==> src/rtl/ntt_pkg.sv <==
// shared constants and request codes for the number theoretic transform engine
// no dependencies
package ntt_pkg;

	localparam int unsigned DATA_W = 32;
	localparam int unsigned INDEX_W = 12;
	localparam int unsigned CFG_IDX_W = 1;

	// prime modulus 17*2^27+1 and its primitive root
	localparam logic [DATA_W-1:0] MODULUS = 32'd2281701377;
	localparam logic [DATA_W-1:0] ROOT = 32'd3;
	localparam logic [DATA_W-1:0] ROOT_ODD = 32'd17;
	localparam int unsigned TWO_ADIC = 27;

	typedef logic [1:0] req_code_t;
	localparam req_code_t REQ_LOAD = 2'd0;
	localparam req_code_t REQ_XFORM = 2'd1;
	localparam req_code_t REQ_READ = 2'd2;

	typedef logic [CFG_IDX_W-1:0] cfg_idx_t;
	localparam cfg_idx_t CFG_INVERSE = 1'd0;
	localparam cfg_idx_t CFG_LOG_SIZE = 1'd1;

endpackage

==> src/rtl/ntt_modmul.sv <==
// shared modular multiplier, one operand bit per cycle, msb first
// depends on ntt_pkg
module ntt_modmul (
	input  logic clk,
	input  logic arst_n,
	input  logic start,
	input  logic [ntt_pkg::DATA_W-1:0] a,
	input  logic [ntt_pkg::DATA_W-1:0] b,
	output logic done,
	output logic [ntt_pkg::DATA_W-1:0] res
);
	import ntt_pkg::*;

	localparam int unsigned CW = $clog2(DATA_W);

	logic busy_q;
	logic done_q;
	logic [CW-1:0] cnt_q;
	logic [DATA_W-1:0] acc_q;
	logic [DATA_W-1:0] a_q;
	logic [DATA_W-1:0] b_q;
	logic [DATA_W:0] dbl;
	logic [DATA_W:0] dbl_red;
	logic [DATA_W:0] sum;
	logic [DATA_W:0] sum_red;

	// acc = 2*acc + bit*a, each kept below the modulus by one conditional subtract
	always_comb begin
		dbl = {acc_q, 1'b0};
		dbl_red = (dbl >= {1'b0, MODULUS}) ? dbl - {1'b0, MODULUS} : dbl;
		sum = dbl_red + (b_q[DATA_W-1] ? {1'b0, a_q} : '0);
		sum_red = (sum >= {1'b0, MODULUS}) ? sum - {1'b0, MODULUS} : sum;
	end

	always_ff @(posedge clk or negedge arst_n) begin
		if (!arst_n) begin
			busy_q <= 1'b0;
			done_q <= 1'b0;
			cnt_q <= '0;
		end else begin
			done_q <= 1'b0;
			if (start) begin
				busy_q <= 1'b1;
				cnt_q <= '0;
			end else if (busy_q) begin
				cnt_q <= cnt_q + 1'b1;
				if (cnt_q == CW'(DATA_W - 1)) begin
					busy_q <= 1'b0;
					done_q <= 1'b1;
				end
			end
		end
	end

	always_ff @(posedge clk) begin
		if (start) begin
			a_q <= a;
			b_q <= b;
			acc_q <= '0;
		end else if (busy_q) begin
			acc_q <= sum_red[DATA_W-1:0];
			b_q <= {b_q[DATA_W-2:0], 1'b0};
		end
	end

	assign done = done_q;
	assign res = acc_q;

endmodule

==> config.mk <==
export PLATFORM = sky130hd
export DESIGN_NAME = ntt_modmul
export DESIGN_NICKNAME = d
export VERILOG_FILES = /design/src/rtl/ntt_pkg.sv /design/src/rtl/ntt_modmul.sv
export SDC_FILE = /design/constraint.sdc
export NUM_CORES = 1
export LEC_CHECK = 0
export BUFFER_PORTS_ARGS = -buffer_cell sky130_fd_sc_hd__buf_2
export CORE_MARGIN = 1.5
export CORE_UTILIZATION = 30
export CTS_BUF_LIST = sky130_fd_sc_hd__clkbuf_2 sky130_fd_sc_hd__clkbuf_4 sky130_fd_sc_hd__clkbuf_8
export DETAILED_ROUTE_END_ITERATION = 6
export HOLD_SLACK_MARGIN = 0.08
export PLACE_DENSITY_LB_ADDON = 0.2
export SLEW_MARGIN = 30
export SYNTH_ARGS = -nofsm -noshare
export SYNTH_HDL_FRONTEND = slang
export SYNTH_SLANG_ARGS = --single-unit
==> constraint.sdc <==
create_clock -name clk -period 6.56 [get_ports clk]
set_clock_uncertainty 0.2 [all_clocks]
set_input_delay 0.328 -clock clk [delete_from_list [all_inputs] [get_ports clk]]
set_output_delay 0.328 -clock clk [all_outputs]
set_load 0.02 [all_outputs]
After elaboration in Yosys (flattened, before gate mapping)
Cells that the tools add are included.

Reductions and logical operators: 1. $add $sub $neg: 4. Equal/unequal tests: 1. $lt $le $gt $ge: 2. Multiplexer cells: 13.

Operator list (count): $mux 32 (4); $ge 33x32->1 const B (2); $add 33x32->33 (1); $mux 33 (1); $sub 33x32->33 const B (1); $sub 32x32->32 const B (1); $mux 5 (2); $mux 1 (6); $add 5x1->5 const B (1); $eq 5x5->1 const B (1); $reduce_bool 2->1 (1).

Output and inout port bits: 33. Register bits: 103. Input bits: 67.

Longest topological paths before layout
Depth after elaboration: 5. Mapped depth: 28.

Worst setup path before layout
No wires, ideal clock.

Kind: flip-flop to flip-flop. Start point: register acc_q[13], in the netlist res[13]. End point: register acc_q[16], in the netlist res[16]. Data required time: 6.238 ns. Setup slack: 0.114 ns. Arrival time: 6.124 ns. Path buffers: 3. Period minus slack after synthesis: 6.446 ns. Stages on the path, launching flop included: 28. Setup time: 0.122 ns. Path through: dfxtp_1 -> or4_4 -> nor4_4 -> nand4b_4 -> o31ai_2 -> nand2_1 -> a21oi_1 -> inv_2 -> nand3_1 -> or3_1 -> or4_1 -> clkbuf_1 -> nor2_1 -> xor2_1 -> ha_1 -> clkbuf_1 -> nand2_1 -> o21ai_0 -> a21boi_0 -> o21ai_0 -> a21oi_1 -> o31ai_1 -> xnor2_1 -> o31ai_4 -> a211oi_4 -> buf_6 -> a21oi_1 -> a311o_1.

Cells in the longest elaborated chain, start to end: 5. Elaborated cells on any way between the ends: 7.

Ends and longest elaborated chain: start: declaration (RTL line ntt_modmul.sv:19) `logic [DATA_W-1:0] acc_q;`; start signal: assignment (RTL line ntt_modmul.sv:61) `acc_q <= sum_red[DATA_W-1:0];`; $sub 33x32->33 or $ge 33x32->1 (tied branches) (RTL line ntt_modmul.sv:30) `dbl_red = (dbl >= {1'b0, MODULUS}) ? dbl - {1'b0, MODULUS} : dbl;`; $mux 33 * (RTL line ntt_modmul.sv:30); $add 33x32->33 * (RTL line ntt_modmul.sv:31) `sum = dbl_red + (b_q[DATA_W-1] ? {1'b0, a_q} : '0);`; $sub 32x32->32 or $ge 33x32->1 (tied branches) (RTL line ntt_modmul.sv:32) `sum_red = (sum >= {1'b0, MODULUS}) ? sum - {1'b0, MODULUS} : sum;`; $mux 32 * (RTL line ntt_modmul.sv:32).

Mark *: on every way between the ends. The rest lies on a longest branch, timed or not. A chain may end at the register's enable or synchronous reset.

Worst setup path in the final report
Start point: register acc_q[16], in the netlist res[16]. End point: register acc_q[14], in the netlist res[14].

Cells in the longest elaborated chain, start to end: 5. Elaborated cells on any way between the ends: 7.

Ends and longest elaborated chain (RTL line): $sub 33x32->33 or $ge 33x32->1 (tied branches) (ntt_modmul.sv:30); $mux 33 * (ntt_modmul.sv:30); $add 33x32->33 * (ntt_modmul.sv:31); $ge 33x32->1 or $sub 32x32->32 (tied branches) (ntt_modmul.sv:32); $mux 32 * (ntt_modmul.sv:32).

Marks and branches as above.

==> metrics.txt <==
Syn Area/Cell 9.37 sq um; boundary pin count 100; vias per cell 5.10; Post-Syn Instances 824; crit path kind reg2reg; distinct cell type count after synthesis 84; leak pwr 4.33 nW; Final Setup Violations 0; maxcap violations 0; Post-Route WL 24.6 mm; Req. time, crit path 6710 ps; maximum VDD drop 0.266 mV; dpl ws -120 ps; FF+latch count, synth 103; outcome finished, final reports clean; count of pins over their slew limit 0; final instance area 10300 sq um; Max Freq 0.161 GHz; number of global-route vias before repair 7102; sw frac 50.2%; Total GRT Usage 18.7%; Worst Max-Slew Pin Slew 988 ps; clk sinks 103; post-synthesis sequential area ratio 35.4%; Final min period 6220 ps; switching power 2.53 mW; total grt overflow 0; drt wl/cell 17.6 um; number of enable flip-flop cells after synthesis 64; PortBufs 99; Core Util, Final 40.8%; Design Power 5.04 mW; Die Width 163 um; GP Congestion 0.917; DP Cell Count 1313; Mapped Nets 930; layout cells sized above 1 30.1%; Critical Path Source Type register; yosys warns 0; Final #Nets 1169; Slew HR 33.9%; Cell Pwr Density 489 nW/um^2; synthesis-to-finish area growth 33.5%; die area 26700 sq um; post-route ant nets 0; internal power 2.51 mW; core box area 25300 sq um; Tcrit/Tclk final 94.8%; antenna violations before repair 0; HP Class in2reg; DR iter-0 viols 429; CTS Buf Count 9; CTS tree done; CP max FO 13; synthesized cell area 7720 sq um; CP Capture Type register; most frequent cells in the layout 100 x buf_4, 98 x buf_2, 71 x nand2_1; setup total negative slack 0 ps; Fin. Hold Viols 0; Clk Latency, worst-skew pair 410 ps; DRC viols 0; first-pass GRT wire length 38.8 mm; post-DP HPWL 18.7 mm; largest net degree at the start of global routing 50; Reg clk slew, reported paths 130 ps; fraction of registers with async set/reset 6.80%; CTS root buf clkbuf_8; Reg power frac 18.1%; commonest non-fill, non-tap cell in the layout buf_4; # rows 58; Vias 7132; Clk pwr share 8.9%; Gate power share 73.0%; Layout Cells excl Fill 1398; final worst setup slack 340 ps; H-tree depth 3; WP data arrival 6370 ps; # diodes 0; post-place instance area 9190 sq um; DRT Pass-1 Iters 5; FILL cells 2568; prevailing post-synth register cell edfxtp_1; Die Ht 163 um; initial core utilization 30.6%; WHS 185 ps; Longest Clk Path Bufs 2
-- cell families (layout without fill, tap and decap cells) --
logic type                 after synthesis  count (layout)  share of synthesized area, %
AOI/OAI and AO/OA                      204             204                          19.5
xor gates and xnor gates                77              77                          8.83
adders and majority gates               39              39                          6.42
buffers and inverters                   58             302                          3.42
DFF                                    103             103                          35.4
muxes                                   37              37                          5.33
and+or+nand+nor                        306             306                          21.1
-- cells in the mapped netlist (all sizes together), types with 11 or more instances --
cell | instances | area, sq um
nor2 | 65 | 244
nor3 | 26 | 145
buf | 17 | 110
mux2 | 33 | 372
nand4 | 15 | 93.8
nand3 | 24 | 120
xnor2 | 39 | 349
o21ai | 38 | 194
nand2 | 73 | 274
ha | 38 | 475
edfxtp | 64 | 1920
inv | 19 | 71.3
xor2 | 38 | 333
and2 | 41 | 257
dfxtp | 32 | 641
a21o | 16 | 120
a211oi | 27 | 235
clkbuf | 22 | 82.6
or4 | 11 | 93.8
nor4 | 16 | 140
a21oi | 47 | 243
-- repair_timing --
action / in CTS / in global routing
hold buffers: 66 / 0
endpoints found under the hold margin: 71 / 0
setup endpoints to repair: 8 / 32
gates resized for setup: 1 / 45
setup buffers: 2 / 1
cloned: 0 / 0
pin swaps: 1 / 18
-- power by group through the flow --
stage          sequential, mW  combinational (mW)  clock, mW
2_1_floorplan            1.03                2.19          0
3_3_place_gp            0.927                3.47          0
3_5_place_dp            0.925                3.47          0
4_1_cts                 0.911                3.54      0.472
5_1_grt                 0.929                4.02      0.483
6_report                0.914                3.68      0.449
-- registers in the layout, summed over array words and instances (netlist names) --
register and count:
done 1, cnt_q 5, b_q 32, busy_q 1, a_q 32, res 32
-- critical path, cell delays in order (launching register included) --
cell      delay, ps
dfxtp_1         340
or4_4           570
nor4_4          370
nand4b_4        170
o31ai_4         230
nand2_2         100
a21oi_2         170
buf_4           150
or4_1           120
inv_1            60
nand2_2         180
nor2_1           80
xor2_1          150
ha_1            310
buf_4           170
nand2_1         220
o21ai_2         110
or4_1           530
o311a_1         210
nor3_2          230
nand4_1         220
o31ai_4         500
a211oi_4        130
buf_12          170
buf_4           140
a211o_1         290
nand3_1          70
-- final cells by class --
type                            instances  area [sq um]  area share [%]
Timing Repair Buffer                  267          1940            18.9
Clock inverter                          7          88.8           0.862
Sequential cell                       103          2740            26.6
Clock buffer                            9           124            1.20
Multi-Input combinational cell        663          4930            47.8
Tap cell                              330           413            4.00
Inverter                               19          71.3           0.692
-- routing by layer --
metal / vias up / GRT usage, % / routed length (um)
met5: - / 0 / 0
met4: 0 / 4.55 / 460
met3: 29 / 3.30 / 1210
met2: 193 / 31.3 / 11500
met1: 3360 / 24.9 / 11400
li1: 3550 / - / -
-- path summary, 6_finish.rpt --
path                                           start                   end  slack, ps  depth (start not counted)
min in group asynchronous                     arst_n        done$_DFF_PN0_        670                          3
worst min-delay path                           start  cnt_q[1]$_DFFE_PN0P_        190                          2
worst max-delay path            res[16]$_SDFFE_PP0P_  res[14]$_SDFFE_PP0P_        340                         26
max in group asynchronous                     arst_n  cnt_q[1]$_DFFE_PN0P_       5250                          3
worst min register to register  cnt_q[4]$_DFFE_PN0P_  cnt_q[4]$_DFFE_PN0P_        350                          2
worst max register to register  res[16]$_SDFFE_PP0P_  res[14]$_SDFFE_PP0P_        340                         26
No activity file was read; power rests on OpenSTA's default activity.
